### src/rtl/assert_macros.svh
// Assertion macros used by the top-level RTL file of the humidity sensor reader.
`ifndef ASSERT_MACROS_SVH
`define ASSERT_MACROS_SVH
`ifndef NO_ASSERTIONS
// Condition implies property in the same cycle.
`define ASSERT_IMPLY(label, ck, rn, cond, prop) \
    label: assert property (@(posedge ck) disable iff (!rn) (cond) |-> (prop)) \
        else $error("assertion failed");
// Condition implies property in the following cycle.
`define ASSERT_NEXT(label, ck, rn, cond, prop) \
    label: assert property (@(posedge ck) disable iff (!rn) (cond) |=> (prop)) \
        else $error("assertion failed");
`else
`define ASSERT_IMPLY(label, ck, rn, cond, prop)
`define ASSERT_NEXT(label, ck, rn, cond, prop)
`endif
`endif

### src/rtl/shw_pkg.sv
// Shared types and constants for the single-wire humidity sensor reader.
package shw_pkg;

    // Frame geometry.
    localparam int FRAME_BYTES = 5;
    localparam int FRAME_BITS  = 8 * FRAME_BYTES;
    localparam int BIT_IDX_W   = $clog2(FRAME_BITS);

    // Counter and configuration widths.
    localparam int TICK_W     = 10;
    localparam int TSU_W      = 19;
    localparam int CFG_IDX_W  = 3;
    localparam int CFG_DATA_W = 19;

    // Configuration register indexes.
    localparam logic [CFG_IDX_W-1:0] REG_START_LOW     = 3'd0;
    localparam logic [CFG_IDX_W-1:0] REG_START_HIGH    = 3'd1;
    localparam logic [CFG_IDX_W-1:0] REG_RESP_TIMEOUT  = 3'd2;
    localparam logic [CFG_IDX_W-1:0] REG_BIT_LOW_TO    = 3'd3;
    localparam logic [CFG_IDX_W-1:0] REG_BIT_HIGH_TO   = 3'd4;
    localparam logic [CFG_IDX_W-1:0] REG_ONE_THRESHOLD = 3'd5;
    localparam logic [CFG_IDX_W-1:0] REG_MIN_INTERVAL  = 3'd6;

    // Error codes.
    localparam logic [1:0] ERR_NONE      = 2'd0;
    localparam logic [1:0] ERR_RESP_LOW  = 2'd1;
    localparam logic [1:0] ERR_RESP_HIGH = 2'd2;
    localparam logic [1:0] ERR_BIT       = 2'd3;

    // Exchange phases.
    typedef enum logic [2:0] {
        PH_IDLE       = 3'd0,
        PH_START_LOW  = 3'd1,
        PH_START_HIGH = 3'd2,
        PH_RESP_LOW   = 3'd3,
        PH_RESP_HIGH  = 3'd4,
        PH_BIT_LOW    = 3'd5,
        PH_BIT_HIGH   = 3'd6
    } phase_t;

    // Configuration register set.
    typedef struct packed {
        logic [TICK_W-1:0] start_low_ticks;
        logic [7:0]        start_high_ticks;
        logic [7:0]        response_timeout_ticks;
        logic [7:0]        bit_low_timeout;
        logic [7:0]        bit_high_timeout;
        logic [7:0]        one_threshold;
        logic [TSU_W-1:0]  min_interval_ticks;
    } cfg_t;

    // One result of a sample tick.
    typedef struct packed {
        logic        drive_enable;
        logic        drive_level;
        logic        busy_res;
        logic        done_res;
        logic        fresh;
        logic [15:0] humidity;
        logic [15:0] temperature;
        logic        checksum_ok;
        logic [1:0]  error_code;
    } res_t;

endpackage

### src/rtl/shw_cfg.sv
// Configuration register file of the humidity sensor reader.
module shw_cfg
    import shw_pkg::*;
(
    input  logic                  clk,
    input  logic                  rst_n,
    input  logic                  cfg_write_en,
    input  logic [CFG_IDX_W-1:0]  cfg_index,
    input  logic [CFG_DATA_W-1:0] cfg_data,
    output cfg_t                  cfg
);

    cfg_t cfg_reg;
    cfg_t cfg_next;

    // Decode the register index of a write.
    always_comb
    begin
        cfg_next = cfg_reg;
        if (cfg_write_en)
        begin
            case (cfg_index)
                REG_START_LOW:     cfg_next.start_low_ticks        = cfg_data[TICK_W-1:0];
                REG_START_HIGH:    cfg_next.start_high_ticks       = cfg_data[7:0];
                REG_RESP_TIMEOUT:  cfg_next.response_timeout_ticks = cfg_data[7:0];
                REG_BIT_LOW_TO:    cfg_next.bit_low_timeout        = cfg_data[7:0];
                REG_BIT_HIGH_TO:   cfg_next.bit_high_timeout       = cfg_data[7:0];
                REG_ONE_THRESHOLD: cfg_next.one_threshold          = cfg_data[7:0];
                REG_MIN_INTERVAL:  cfg_next.min_interval_ticks     = cfg_data[TSU_W-1:0];
                default:           cfg_next = cfg_reg;
            endcase
        end
    end

    // Register set with its reset values.
    always_ff @(posedge clk or negedge rst_n)
    begin
        if (!rst_n)
        begin
            cfg_reg.start_low_ticks        <= TICK_W'(180);
            cfg_reg.start_high_ticks       <= 8'd7;
            cfg_reg.response_timeout_ticks <= 8'd20;
            cfg_reg.bit_low_timeout        <= 8'd12;
            cfg_reg.bit_high_timeout       <= 8'd20;
            cfg_reg.one_threshold          <= 8'd8;
            cfg_reg.min_interval_ticks     <= TSU_W'(400000);
        end
        else
        begin
            cfg_reg <= cfg_next;
        end
    end

    assign cfg = cfg_reg;

endmodule

### src/rtl/shw_core.sv
// Exchange state machine, bit timing and frame decode for one sample tick.
module shw_core
    import shw_pkg::*;
(
    input  logic clk,
    input  logic rst_n,
    input  logic tick_valid,
    input  logic start_request,
    input  logic line_level,
    input  cfg_t cfg,
    output res_t res
);

    localparam logic [TSU_W-1:0]  TSU_MAX  = {TSU_W{1'b1}};
    localparam logic [TICK_W-1:0] TICK_ONE = TICK_W'(1);

    phase_t                  phase_reg, phase_next;
    logic [TICK_W-1:0]       ticks_reg, ticks_next;
    logic [BIT_IDX_W-1:0]    bit_index_reg, bit_index_next;
    logic [FRAME_BITS-1:0]   frame_reg, frame_next;
    logic [15:0]             humidity_reg, humidity_next;
    logic [15:0]             temperature_reg, temperature_next;
    logic                    meas_valid_reg, meas_valid_next;
    logic [TSU_W-1:0]        tsu_reg, tsu_next;
    logic                    checksum_reg, checksum_next;
    logic [1:0]              error_reg, error_next;

    logic [TICK_W-1:0]       ticks_inc;
    logic [TSU_W-1:0]        tsu_inc;
    logic [FRAME_BITS-1:0]   frame_shifted;
    logic                    bit_value;
    logic [15:0]             dec_humidity;
    logic [15:0]             dec_temperature;
    logic                    dec_checksum;
    logic                    done;
    logic                    fresh;

    // Byte i of a frame, first received byte at index 0; beyond the frame reads zero.
    function automatic logic [7:0] frame_byte(input logic [FRAME_BITS-1:0] frame,
                                              input int idx);
        logic [7:0] value;
        value = 8'h00;
        for (int j = 0; j < FRAME_BYTES; j++)
        begin
            if (j == idx)
            begin
                value = frame[8*(FRAME_BYTES-1-j) +: 8];
            end
        end
        return value;
    endfunction

    // Shared increments and the frame with the current bit shifted in.
    assign ticks_inc     = ticks_reg + TICK_ONE;
    assign tsu_inc       = (tsu_reg != TSU_MAX) ? tsu_reg + TSU_W'(1) : tsu_reg;
    assign bit_value     = (ticks_reg > {2'b00, cfg.one_threshold});
    assign frame_shifted = {frame_reg[FRAME_BITS-2:0], bit_value};

    // Decode of a completed frame: byte sum, humidity and sign-magnitude temperature.
    always_comb
    begin
        logic [7:0]  sum;
        logic [7:0]  b2;
        logic [15:0] mag;
        sum = 8'h00;
        for (int i = 0; i < FRAME_BYTES - 1; i++)
        begin
            sum = sum + frame_byte(frame_shifted, i);
        end
        dec_checksum = (sum == frame_byte(frame_shifted, FRAME_BYTES - 1));
        dec_humidity = {frame_byte(frame_shifted, 0), frame_byte(frame_shifted, 1)};
        b2           = frame_byte(frame_shifted, 2);
        mag          = {1'b0, b2[6:0], frame_byte(frame_shifted, 3)};
        dec_temperature = b2[7] ? (16'h0000 - mag) : mag;
    end

    // Next state of the exchange and the result of this tick.
    always_comb
    begin
        phase_next       = phase_reg;
        ticks_next       = ticks_reg;
        bit_index_next   = bit_index_reg;
        frame_next       = frame_reg;
        humidity_next    = humidity_reg;
        temperature_next = temperature_reg;
        meas_valid_next  = meas_valid_reg;
        tsu_next         = tsu_inc;
        checksum_next    = checksum_reg;
        error_next       = error_reg;
        done             = 1'b0;
        fresh            = 1'b0;

        case (phase_reg)
            PH_IDLE:
            begin
                if (start_request)
                begin
                    if (meas_valid_reg && (tsu_inc <= cfg.min_interval_ticks))
                    begin
                        // Reading is recent enough: return the cached values.
                        done       = 1'b1;
                        error_next = ERR_NONE;
                    end
                    else
                    begin
                        phase_next     = PH_START_LOW;
                        ticks_next     = TICK_ONE;
                        bit_index_next = '0;
                        frame_next     = '0;
                    end
                end
            end
            PH_START_LOW:
            begin
                if (ticks_reg >= cfg.start_low_ticks)
                begin
                    phase_next = PH_START_HIGH;
                    ticks_next = TICK_ONE;
                end
                else
                begin
                    ticks_next = ticks_inc;
                end
            end
            PH_START_HIGH:
            begin
                if (ticks_reg >= {2'b00, cfg.start_high_ticks})
                begin
                    phase_next = PH_RESP_LOW;
                    ticks_next = '0;
                end
                else
                begin
                    ticks_next = ticks_inc;
                end
            end
            PH_RESP_LOW:
            begin
                if (line_level)
                begin
                    // The rising sample is the first tick of the high response.
                    phase_next = PH_RESP_HIGH;
                    ticks_next = TICK_ONE;
                    if (TICK_ONE >= {2'b00, cfg.response_timeout_ticks})
                    begin
                        phase_next = PH_IDLE;
                        error_next = ERR_RESP_HIGH;
                        done       = 1'b1;
                    end
                end
                else
                begin
                    ticks_next = ticks_inc;
                    if (ticks_inc >= {2'b00, cfg.response_timeout_ticks})
                    begin
                        phase_next = PH_IDLE;
                        error_next = ERR_RESP_LOW;
                        done       = 1'b1;
                    end
                end
            end
            PH_RESP_HIGH:
            begin
                if (!line_level)
                begin
                    // The falling sample is the first low tick of the first bit.
                    phase_next = PH_BIT_LOW;
                    ticks_next = TICK_ONE;
                    if (TICK_ONE > {2'b00, cfg.bit_low_timeout})
                    begin
                        phase_next = PH_IDLE;
                        error_next = ERR_BIT;
                        done       = 1'b1;
                    end
                end
                else
                begin
                    ticks_next = ticks_inc;
                    if (ticks_inc >= {2'b00, cfg.response_timeout_ticks})
                    begin
                        phase_next = PH_IDLE;
                        error_next = ERR_RESP_HIGH;
                        done       = 1'b1;
                    end
                end
            end
            PH_BIT_LOW:
            begin
                if (line_level)
                begin
                    phase_next = PH_BIT_HIGH;
                    ticks_next = TICK_ONE;
                    if (TICK_ONE > {2'b00, cfg.bit_high_timeout})
                    begin
                        phase_next = PH_IDLE;
                        error_next = ERR_BIT;
                        done       = 1'b1;
                    end
                end
                else
                begin
                    ticks_next = ticks_inc;
                    if (ticks_inc > {2'b00, cfg.bit_low_timeout})
                    begin
                        phase_next = PH_IDLE;
                        error_next = ERR_BIT;
                        done       = 1'b1;
                    end
                end
            end
            PH_BIT_HIGH:
            begin
                if (line_level)
                begin
                    ticks_next = ticks_inc;
                    if (ticks_inc > {2'b00, cfg.bit_high_timeout})
                    begin
                        phase_next = PH_IDLE;
                        error_next = ERR_BIT;
                        done       = 1'b1;
                    end
                end
                else
                begin
                    // Falling edge ends the bit: its high width sets the value.
                    frame_next = frame_shifted;
                    if (bit_index_reg >= BIT_IDX_W'(FRAME_BITS - 1))
                    begin
                        humidity_next    = dec_humidity;
                        temperature_next = dec_temperature;
                        checksum_next    = dec_checksum;
                        meas_valid_next  = 1'b1;
                        tsu_next         = '0;
                        error_next       = ERR_NONE;
                        phase_next       = PH_IDLE;
                        done             = 1'b1;
                        fresh            = 1'b1;
                    end
                    else
                    begin
                        bit_index_next = bit_index_reg + BIT_IDX_W'(1);
                        phase_next     = PH_BIT_LOW;
                        ticks_next     = TICK_ONE;
                        if (TICK_ONE > {2'b00, cfg.bit_low_timeout})
                        begin
                            phase_next = PH_IDLE;
                            error_next = ERR_BIT;
                            done       = 1'b1;
                        end
                    end
                end
            end
            default:
            begin
                phase_next = PH_IDLE;
                ticks_next = '0;
            end
        endcase

        // Wire drive follows the phase after this tick.
        case (phase_next)
            PH_IDLE, PH_START_HIGH:
            begin
                res.drive_enable = 1'b1;
                res.drive_level  = 1'b1;
            end
            PH_START_LOW:
            begin
                res.drive_enable = 1'b1;
                res.drive_level  = 1'b0;
            end
            default:
            begin
                res.drive_enable = 1'b0;
                res.drive_level  = 1'b0;
            end
        endcase
        res.busy_res    = (phase_next != PH_IDLE);
        res.done_res    = done;
        res.fresh       = fresh;
        res.humidity    = humidity_next;
        res.temperature = temperature_next;
        res.checksum_ok = checksum_next;
        res.error_code  = error_next;
    end

    // State registers advance once per processed tick.
    always_ff @(posedge clk or negedge rst_n)
    begin
        if (!rst_n)
        begin
            phase_reg       <= PH_IDLE;
            ticks_reg       <= '0;
            bit_index_reg   <= '0;
            frame_reg       <= '0;
            humidity_reg    <= '0;
            temperature_reg <= '0;
            meas_valid_reg  <= 1'b0;
            tsu_reg         <= '0;
            checksum_reg    <= 1'b0;
            error_reg       <= ERR_NONE;
        end
        else if (tick_valid)
        begin
            phase_reg       <= phase_next;
            ticks_reg       <= ticks_next;
            bit_index_reg   <= bit_index_next;
            frame_reg       <= frame_next;
            humidity_reg    <= humidity_next;
            temperature_reg <= temperature_next;
            meas_valid_reg  <= meas_valid_next;
            tsu_reg         <= tsu_next;
            checksum_reg    <= checksum_next;
            error_reg       <= error_next;
        end
    end

endmodule

### src/rtl/shw_obuf.sv
// Two-entry output buffer that holds results while the output side stalls.
module shw_obuf
    import shw_pkg::*;
(
    input  logic clk,
    input  logic rst_n,
    input  logic push,
    input  res_t push_data,
    output logic full,
    output logic head_valid,
    output res_t head_data,
    input  logic out_stall
);

    logic head_valid_reg, head_valid_next;
    logic spare_valid_reg, spare_valid_next;
    res_t head_reg, head_next;
    res_t spare_reg, spare_next;
    logic pop;

    assign pop  = head_valid_reg && !out_stall;
    assign full = head_valid_reg && spare_valid_reg;

    // Move results between the head and the spare entry.
    always_comb
    begin
        head_valid_next  = head_valid_reg;
        spare_valid_next = spare_valid_reg;
        head_next        = head_reg;
        spare_next       = spare_reg;
        if (pop)
        begin
            head_next        = spare_reg;
            head_valid_next  = spare_valid_reg;
            spare_valid_next = 1'b0;
        end
        if (push && !full)
        begin
            if (!head_valid_next)
            begin
                head_next       = push_data;
                head_valid_next = 1'b1;
            end
            else
            begin
                spare_next       = push_data;
                spare_valid_next = 1'b1;
            end
        end
    end

    // Valid flags are reset; the result payload needs none.
    always_ff @(posedge clk or negedge rst_n)
    begin
        if (!rst_n)
        begin
            head_valid_reg  <= 1'b0;
            spare_valid_reg <= 1'b0;
        end
        else
        begin
            head_valid_reg  <= head_valid_next;
            spare_valid_reg <= spare_valid_next;
        end
    end

    always_ff @(posedge clk)
    begin
        head_reg  <= head_next;
        spare_reg <= spare_next;
    end

    assign head_valid = head_valid_reg;
    assign head_data  = head_reg;

endmodule

### src/rtl/single_wire_humidity_sensor_reader_top.sv
// Path: an accepted request is held in the input register, then processed by the
// state machine as it is pushed into the output buffer, whose head is offered.
// Throughput: one sample tick per cycle while the output buffer has room.
// Output stalls are absorbed by a two-entry buffer before the input stalls.
// Reset: asynchronous, active low; state machine idle, cached reading invalid,
// configuration registers at their default values, no result pending.
`include "assert_macros.svh"

module single_wire_humidity_sensor_reader_top
    import shw_pkg::*;
(
    input  logic                  clk,
    input  logic                  rst_n,
    input  logic                  in_valid,
    output logic                  in_stall,
    input  logic                  start_request,
    input  logic                  line_level,
    output logic                  out_valid,
    input  logic                  out_stall,
    output logic                  drive_enable,
    output logic                  drive_level,
    output logic                  busy_res,
    output logic                  done_res,
    output logic                  fresh,
    output logic [15:0]           humidity,
    output logic signed [15:0]    temperature,
    output logic                  checksum_ok,
    output logic [1:0]            error_code,
    input  logic                  cfg_write_en,
    input  logic [CFG_IDX_W-1:0]  cfg_index,
    input  logic [CFG_DATA_W-1:0] cfg_data
);

    cfg_t cfg;
    res_t core_res;
    res_t head_data;
    logic obuf_full;
    logic in_accept;
    logic s1_advance;
    logic s1_valid_reg, s1_valid_next;
    logic s1_req_reg;
    logic s1_line_reg;

    shw_cfg u_cfg (
        .clk          (clk),
        .rst_n        (rst_n),
        .cfg_write_en (cfg_write_en),
        .cfg_index    (cfg_index),
        .cfg_data     (cfg_data),
        .cfg          (cfg)
    );

    // Input register: holds one request until the output buffer has room.
    assign in_stall   = s1_valid_reg && obuf_full;
    assign in_accept  = in_valid && !in_stall;
    assign s1_advance = s1_valid_reg && !obuf_full;

    always_comb
    begin
        s1_valid_next = s1_valid_reg;
        if (in_accept)
        begin
            s1_valid_next = 1'b1;
        end
        else if (s1_advance)
        begin
            s1_valid_next = 1'b0;
        end
    end

    always_ff @(posedge clk or negedge rst_n)
    begin
        if (!rst_n)
        begin
            s1_valid_reg <= 1'b0;
        end
        else
        begin
            s1_valid_reg <= s1_valid_next;
        end
    end

    always_ff @(posedge clk)
    begin
        if (in_accept)
        begin
            s1_req_reg  <= start_request;
            s1_line_reg <= line_level;
        end
    end

    shw_core u_core (
        .clk           (clk),
        .rst_n         (rst_n),
        .tick_valid    (s1_advance),
        .start_request (s1_req_reg),
        .line_level    (s1_line_reg),
        .cfg           (cfg),
        .res           (core_res)
    );

    shw_obuf u_obuf (
        .clk        (clk),
        .rst_n      (rst_n),
        .push       (s1_advance),
        .push_data  (core_res),
        .full       (obuf_full),
        .head_valid (out_valid),
        .head_data  (head_data),
        .out_stall  (out_stall)
    );

    // Result fields on their own ports.
    assign drive_enable = head_data.drive_enable;
    assign drive_level  = head_data.drive_level;
    assign busy_res     = head_data.busy_res;
    assign done_res     = head_data.done_res;
    assign fresh        = head_data.fresh;
    assign humidity     = head_data.humidity;
    assign temperature  = head_data.temperature;
    assign checksum_ok  = head_data.checksum_ok;
    assign error_code   = head_data.error_code;

    // Design checks.
    `ASSERT_IMPLY(a_stall_means_pending, clk, rst_n, in_stall, out_valid)
    `ASSERT_NEXT(a_accept_loads_input, clk, rst_n, in_accept, s1_valid_reg)
    `ASSERT_IMPLY(a_fresh_has_no_error, clk, rst_n, out_valid && fresh, done_res && (error_code == ERR_NONE) && !busy_res)
    `ASSERT_IMPLY(a_released_low, clk, rst_n, out_valid && !drive_enable, !drive_level && busy_res)

endmodule
### config.mk
export PLATFORM = sky130hd
export DESIGN_NAME = single_wire_humidity_sensor_reader_top
export DESIGN_NICKNAME = d
export VERILOG_FILES = /design/src/rtl/shw_pkg.sv /design/src/rtl/shw_cfg.sv /design/src/rtl/shw_core.sv /design/src/rtl/shw_obuf.sv /design/src/rtl/single_wire_humidity_sensor_reader_top.sv
export VERILOG_INCLUDE_DIRS = /design/src /design/src/rtl
export SDC_FILE = /design/constraint.sdc
export NUM_CORES = 1
export LEC_CHECK = 0
export BUFFER_PORTS_ARGS = -buffer_cell sky130_fd_sc_hd__buf_2
export CORE_AREA = 2 2 156 158
export DETAILED_ROUTE_END_ITERATION = 10
export DIE_AREA = 0 0 158 160
export GPL_ROUTABILITY_DRIVEN = 0
export PLACE_DENSITY = 0.83
export SLEW_MARGIN = 20
export SYNTH_ARGS = -nofsm -noshare
export SYNTH_HDL_FRONTEND = slang
export SYNTH_HIERARCHICAL = 1
export SYNTH_SLANG_ARGS = --single-unit
### constraint.sdc
create_clock -name clk -period 6.5 [get_ports clk]
set_input_delay 0.65 -clock clk [delete_from_list [all_inputs] [get_ports clk]]
set_output_delay 0.65 -clock clk [all_outputs]
set_load 0.05 [all_outputs]
# --- Yosys cells after proc, flatten, opt, wreduce, memory -nomap -nowiden ---
# Index checks and enable logic that the tools add are counted.
word_totals:
  regBits: 267
  inputBits: 29
  output_inout_bits: 42
  word_cells: 201
classes:
  addsub: 7
  magnitude_cmp: 11
  eq_ne: 21
  n_mux: 91
  bitwise_logic: 1
  n_reduce_logical: 30
ops:
  columns: ["operator", "count"]
  rows:
  - ["two-way mux 40 bit", 3]
  - ["two-way mux 39 bit", 3]
  - ["two-way mux 16 bit", 7]
  - ["two-way mux 10 bit", 8]
  - ["case mux 39 bit (2 select lines)", 1]
  - ["two-way mux 19 bit", 4]
  - ["case mux 10 bit (6 select lines)", 1]
  - ["two-way mux 3 bit", 15]
  - ["greater-than comparator 10 x 8 -> 1 bit", 3]
  - ["two-way mux 2 bit", 14]
  - ["two-way mux 1 bit", 26]
  - ["adder 8 bit", 3]
  - ["two-way mux 6 bit", 4]
  - ["case mux 3 bit (7 select lines)", 1]
  - ["greater-or-equal comparator 10 x 8 -> 1 bit", 2]
  - ["adder 19 x 1 -> 19 bit (second input constant)", 1]
  - ["<= comparator 19 bit", 1]
  - ["!= test 19 bit (second input constant)", 1]
  - ["== test 3 bit (second input constant)", 6]
  - ["greater-than comparator 1 x 8 -> 1 bit (first input constant)", 2]
  - ["AND reduction 2 bit", 8]
  - ["subtractor 1 x 15 -> 16 bit (first input constant)", 1]
  - ["== test 3 x 2 -> 1 bit (second input constant)", 5]
  - ["case mux 6 bit (2 select lines)", 1]
  - ["other kinds (22)", 40]

# --- Logic depth before layout (Yosys ltp) ---
logic_depth:
  ltp_word: 12
  mapped_depth: 18
  mapped_depth_nobuf: 17

# --- Hierarchy ---
# Netlist, hierarchy kept.
modules_own_cells:
  columns: ["module", "instances", "cells_per_inst", "area_per_inst_um2", "seq_area_each_um2"]
  rows:
  - ["shw_core", 1, 1047, 8924.8, 2827.7]
  - ["shw_obuf", 1, 180, 3419.5, 2052.0]
  - ["shw_cfg", 1, 151, 2711.4, 1751.7]
  - ["single_wire_humidity_sensor_reader_top", 1, 7, 117.6, 85.1]

# --- Worst setup path after synthesis ---
# No wires, ideal clock.
synth_path:
  kind: "register to register"
  startpoint: "register u_core.tsu_reg[0]"
  endpoint: "register u_obuf.head_reg, in the netlist u_obuf/head_data[37]"
  setup_ns: 0.121
  t_arrival_ns: 3.524
  required_ns: 6.379
  setup_slack_ns: 2.854
  stages_incl_launch_ff: 17
  path_buffers: 0
  period_less_slack_ns: 3.646
  path_cell_list: "dfrtp_1 > ha_1 > and2_1 > and4_1 > and4_1 > nor2_4 > and3_1 > xor2_1 > ha_1 > a21oi_1 > o21ai_0 > o21ai_0 > nand4_1 > o21ai_0 > o2111a_1 > nand3_1 > mux2_4"
synth_rtl:
  columns: ["element", "line", "source"]
  rows:
  - ["start: declaration", "shw_core.sv:24", "logic [TSU_W-1:0] tsu_reg, tsu_next;"]
  - ["start signal: assignment", "shw_core.sv:312", "tsu_reg <= tsu_next;"]
  - ["end signal: assignment", "shw_obuf.sv:69", "head_reg <= head_next;"]
  - ["end: declaration", "shw_obuf.sv:17", "res_t head_reg, head_next;"]

==> flow_summary.ini <==
[run_status]
status = completed

[logic_synthesis]
syn_area_per_cell_um2 = 10.96
ys_ff_latch = 267
synth-edff-count = 42
syn-num-nets = 1508
ys_top_cells_by_area = dfrtp_1 27%, mux2_4 8.7%, edfxtp_1 8.3%
synth_compound_area_share_pct = 10.98
synth_simple_gate_area_share_pct = 11.31
synthXorXnorAreaFrac_pct = 3.232
synth_top_area_share_pct = 27.21
synth_cell_types = 89
synth.yosys.seq_area_share_pct = 44.26
synth_area_um2 = 15170
ys_async_sr_fraction_pct = 69.29
synthCells = 1385
synth_warnings = 6
synth_top_cell_by_area = dfrtp_1
synth.area.mux_share_pct = 16.54
synth_top_family_by_area = multiplexers
synth-adder-area-share_pct = 8.444
synth_top_flop_cell = dfrtp_1

[worst_setup_path]
cp_data_required_time_ps = 6940
critPathTopFamily = simple AND/OR/NAND/NOR gates
crit_path_start_kind = flop
crit_arrival_ps = 4950
max_stage_delay_ps = 720
path_max_fanout = 10
rr_worst_depth = 16
cp_common_cell = o21ai_0
cp-end-kind = flop
r2r_slack_ps = 1990
setup.worst_path.end = u_obuf/head_data[37]$_DFF_P_
crit_start = u_core/tsu_reg[0]$_DFFE_PN0P_
rr_startpoint = u_core/tsu_reg[0]$_DFFE_PN0P_
cp.depth = 16
crit_path_cell_trace = ha_1 -> and2_1 -> and4_1 -> and4_1 -> nor2_4 -> and3_1 -> xor2_1 -> ha_1 -> a21oi_1 -> o21ai_0 -> o21ai_0 -> nand4_1 -> o21ai_0 -> o2111a_1 -> nand3_1 -> mux2_4
critPathKind = reg2reg
cpMaxStageDelayCell = o21ai_0
path_buf_inv = 0
r2r-end = u_obuf/head_data[37]$_DFF_P_

[global_routing]
grt_overflow = 0
antenna_found_initial = 0
grtUsageTotal_pct = 27.24
grt_pass1_wl_mm = 55.67
grt_pass1_vias = 10840
grt_max_degree = 70

[final_layout]
multi_input_area_um2 = 7681
diodes = 0
final_util_pct = 69.93
syn_to_final_growth_pct = 9.780
largest_reg_flops = 69
regArea_um2 = 6716
layout-drive-gt1-share_pct = 22.69
layout.nets = 1561
fillerInstances = 1709

[placed_design]
io_buffers = 70
dp_hpwl_mm = 23.12

[floorplanning]
rows = 57
die_height_um = 160
die_w_um = 158
design.die.area_um2 = 25280
coreArea_um2 = 23820
start_util_pct = 63.70
ios = 71

[power]
p_seq_share_pct = 35.8
p_int_mw = 4.091
p_leak_nw = 7.672
power_frac_clock_pct = 26.1
power_switching_mw = 2.424
power_mw = 6.514
p_sw_share_pct = 37.20
vdd_ir_drop_max_mv = 0.4417
pwr-share-comb_pct = 38.0
power_density_nw_per_um2 = 391.1

[timing]
finalCriticalPeriod_ps = 4507
setup_viol = 0
rsz0062_at_grt = no
tightest_slew_ps = 1067
hold_viol_final = 0
drv_slew = 0
fin_crit_sh_pct = 69.34
hold_ws_ps = 63.72
setup_tns_ps = 0
fin_skew_ps = 14.08
fmax_mhz = 221.9
slew_headroom_pct = 28.85

[routing]
viasPerCell = 5.997
dr.pass1.iters = 5
routed_wire_length_per_instance_um = 18.85
final_antenna_net_count = 0
vias = 10690
drcViolationCount = 0
drt_iter0_markers = 973
routed_wl_mm = 33.61

[clock_tree]
cts_buffer_depth = 3
hold_buffers = 0
postCtsSetupBuffers = 0
cts_tree = done
htree_num_levels = 1
ctsResizeCount = 0
cts.sinks = 267
cts-root-buf = clkbuf_16
numCtsBuffers = 27
clk_pin_slew_ps = 60
clk_latency_ps = 560

[run]
cap_violations = 0

[min_path]
min_path_type = in2async
==> cells in the final DEF (no fill, tap or decap), types with 7 or more instances in the layout <==
cell	synthesis	layout
dfrtp_1	165	165
nand2_1	163	160
inv_1	115	115
o21ai_0	93	93
mux2_4	88	88
ha_1	80	80
buf_2	13	69
mux2_2	58	58
nor2_1	46	45
edfxtp_1	42	42
a21oi_1	42	42
xnor2_1	40	40
mux2i_1	40	40
dfxtp_1	40	40
clkbuf_16	0	29
nand3_1	27	27
dfstp_2	20	20
nor3_1	19	19
nand4_1	18	18
xor2_1	16	16
fa_1	14	14
mux2_1	12	12
nand2b_1	13	12
o21a_1	12	12
o31ai_1	10	10
nor4_1	9	9
a21o_1	9	9
buf_4	9	8
nor2b_1	8	8
a31oi_1	8	8
o211ai_1	7	7
a32o_1	7	7
==> power groups by stage <==
stage	registers (mW)	logic, mW	clock network, mW
after global routing	2.38	2.67	1.81
after detailed placement	2.36	2.44	0
after global placement	2.33	2.36	0
after floorplan	2.69	1.58	0
after CTS	2.33	2.46	1.73
final	2.33	2.48	1.70
==> area by class of cell <==
type                    count  area share (%)
clock inverters            16           1.299
clock buffers              34           4.710
well taps                 324           2.434
flip-flops and latches    267           40.32
inverters                 116           2.622
repair buffers             78           2.501
multi-input cells         948           46.11
==> per-layer routing <==
layer,vias to the layer above,part of all wire (%),global-route usage [%]
met2,362,48,45.20
met5,-,0,0
met3,46,5.7,3.446
li1,5008,-,-
met4,0,1.5,6.306
met1,5276,44,38.42
==> worst min path at each step <==
stage | startpoint | to | slack (ps) | cells past startpoint
floorplan | rst_n | s1_valid_reg$_DFFE_PN0P_ | 350 | 0
global placement | u_core/temperature_reg[4]$_DFFE_PN0P_ | u_core/temperature_reg[4]$_DFFE_PN0P_ | 460 | 2
detailed placement | u_core/temperature_reg[2]$_DFFE_PN0P_ | u_core/temperature_reg[2]$_DFFE_PN0P_ | 470 | 2
CTS | rst_n | u_cfg/cfg[55]$_DFFE_PN0P_ | 80 | 1
global route | rst_n | u_cfg/cfg[56]$_DFFE_PN0P_ | 100 | 1
finish | rst_n | u_cfg/cfg[56]$_DFFE_PN0P_ | 60 | 1
==> stage by stage <==
| stage | area [um^2] | setup WS, ps | instances |
|---|---|---|---|
| after floorplan | 15170 | 2854 | 1385 |
| after global placement | 15650 | 1967 | 1733 |
| after detailed placement | 15650 | 1787 | 1733 |
| after CTS | 16650 | 1761 | 1783 |
| after global routing | 16660 | 1854 | 1783 |
| final | 16660 | 1993 | 1783 |
==> Yosys cell counts (10+ instances only) <==
master,n
o21a_1,12
dfrtp_1,165
inv_1,115
o21ai_0,93
nand3_1,27
mux2_2,58
mux2_1,12
edfxtp_1,42
buf_2,13
fa_1,14
dfxtp_1,40
mux2_4,88
ha_1,80
nor2_1,46
dfstp_2,20
nand2_1,163
o31ai_1,10
nand4_1,18
nor3_1,19
xnor2_1,40
a21oi_1,42
nand2b_1,13
mux2i_1,40
clkbuf_1,23
xor2_1,16
==> cell families after synthesis <==
family / after synthesis
AND/OR/NAND/NOR: 346
flip-flops: 267
AO/OA/AOI/OAI: 254
multiplexers: 198
buffers and inverters: 170
adder cells (fa/ha/maj): 94
XOR/XNOR: 56
==> worst reg2reg max path: cells and delay by family (launching register included) <==
| family | cells | cell delay, ps |
|---|---|---|
| AOI/OAI and AO/OA | 5 | 1490 |
| xor gates and xnor gates | 1 | 160 |
| adders and majority gates | 2 | 540 |
| DFF | 1 | 430 |
| muxes | 1 | 300 |
| and+or+nand+nor | 7 | 1500 |
Power figures use the tool's default switching activity.
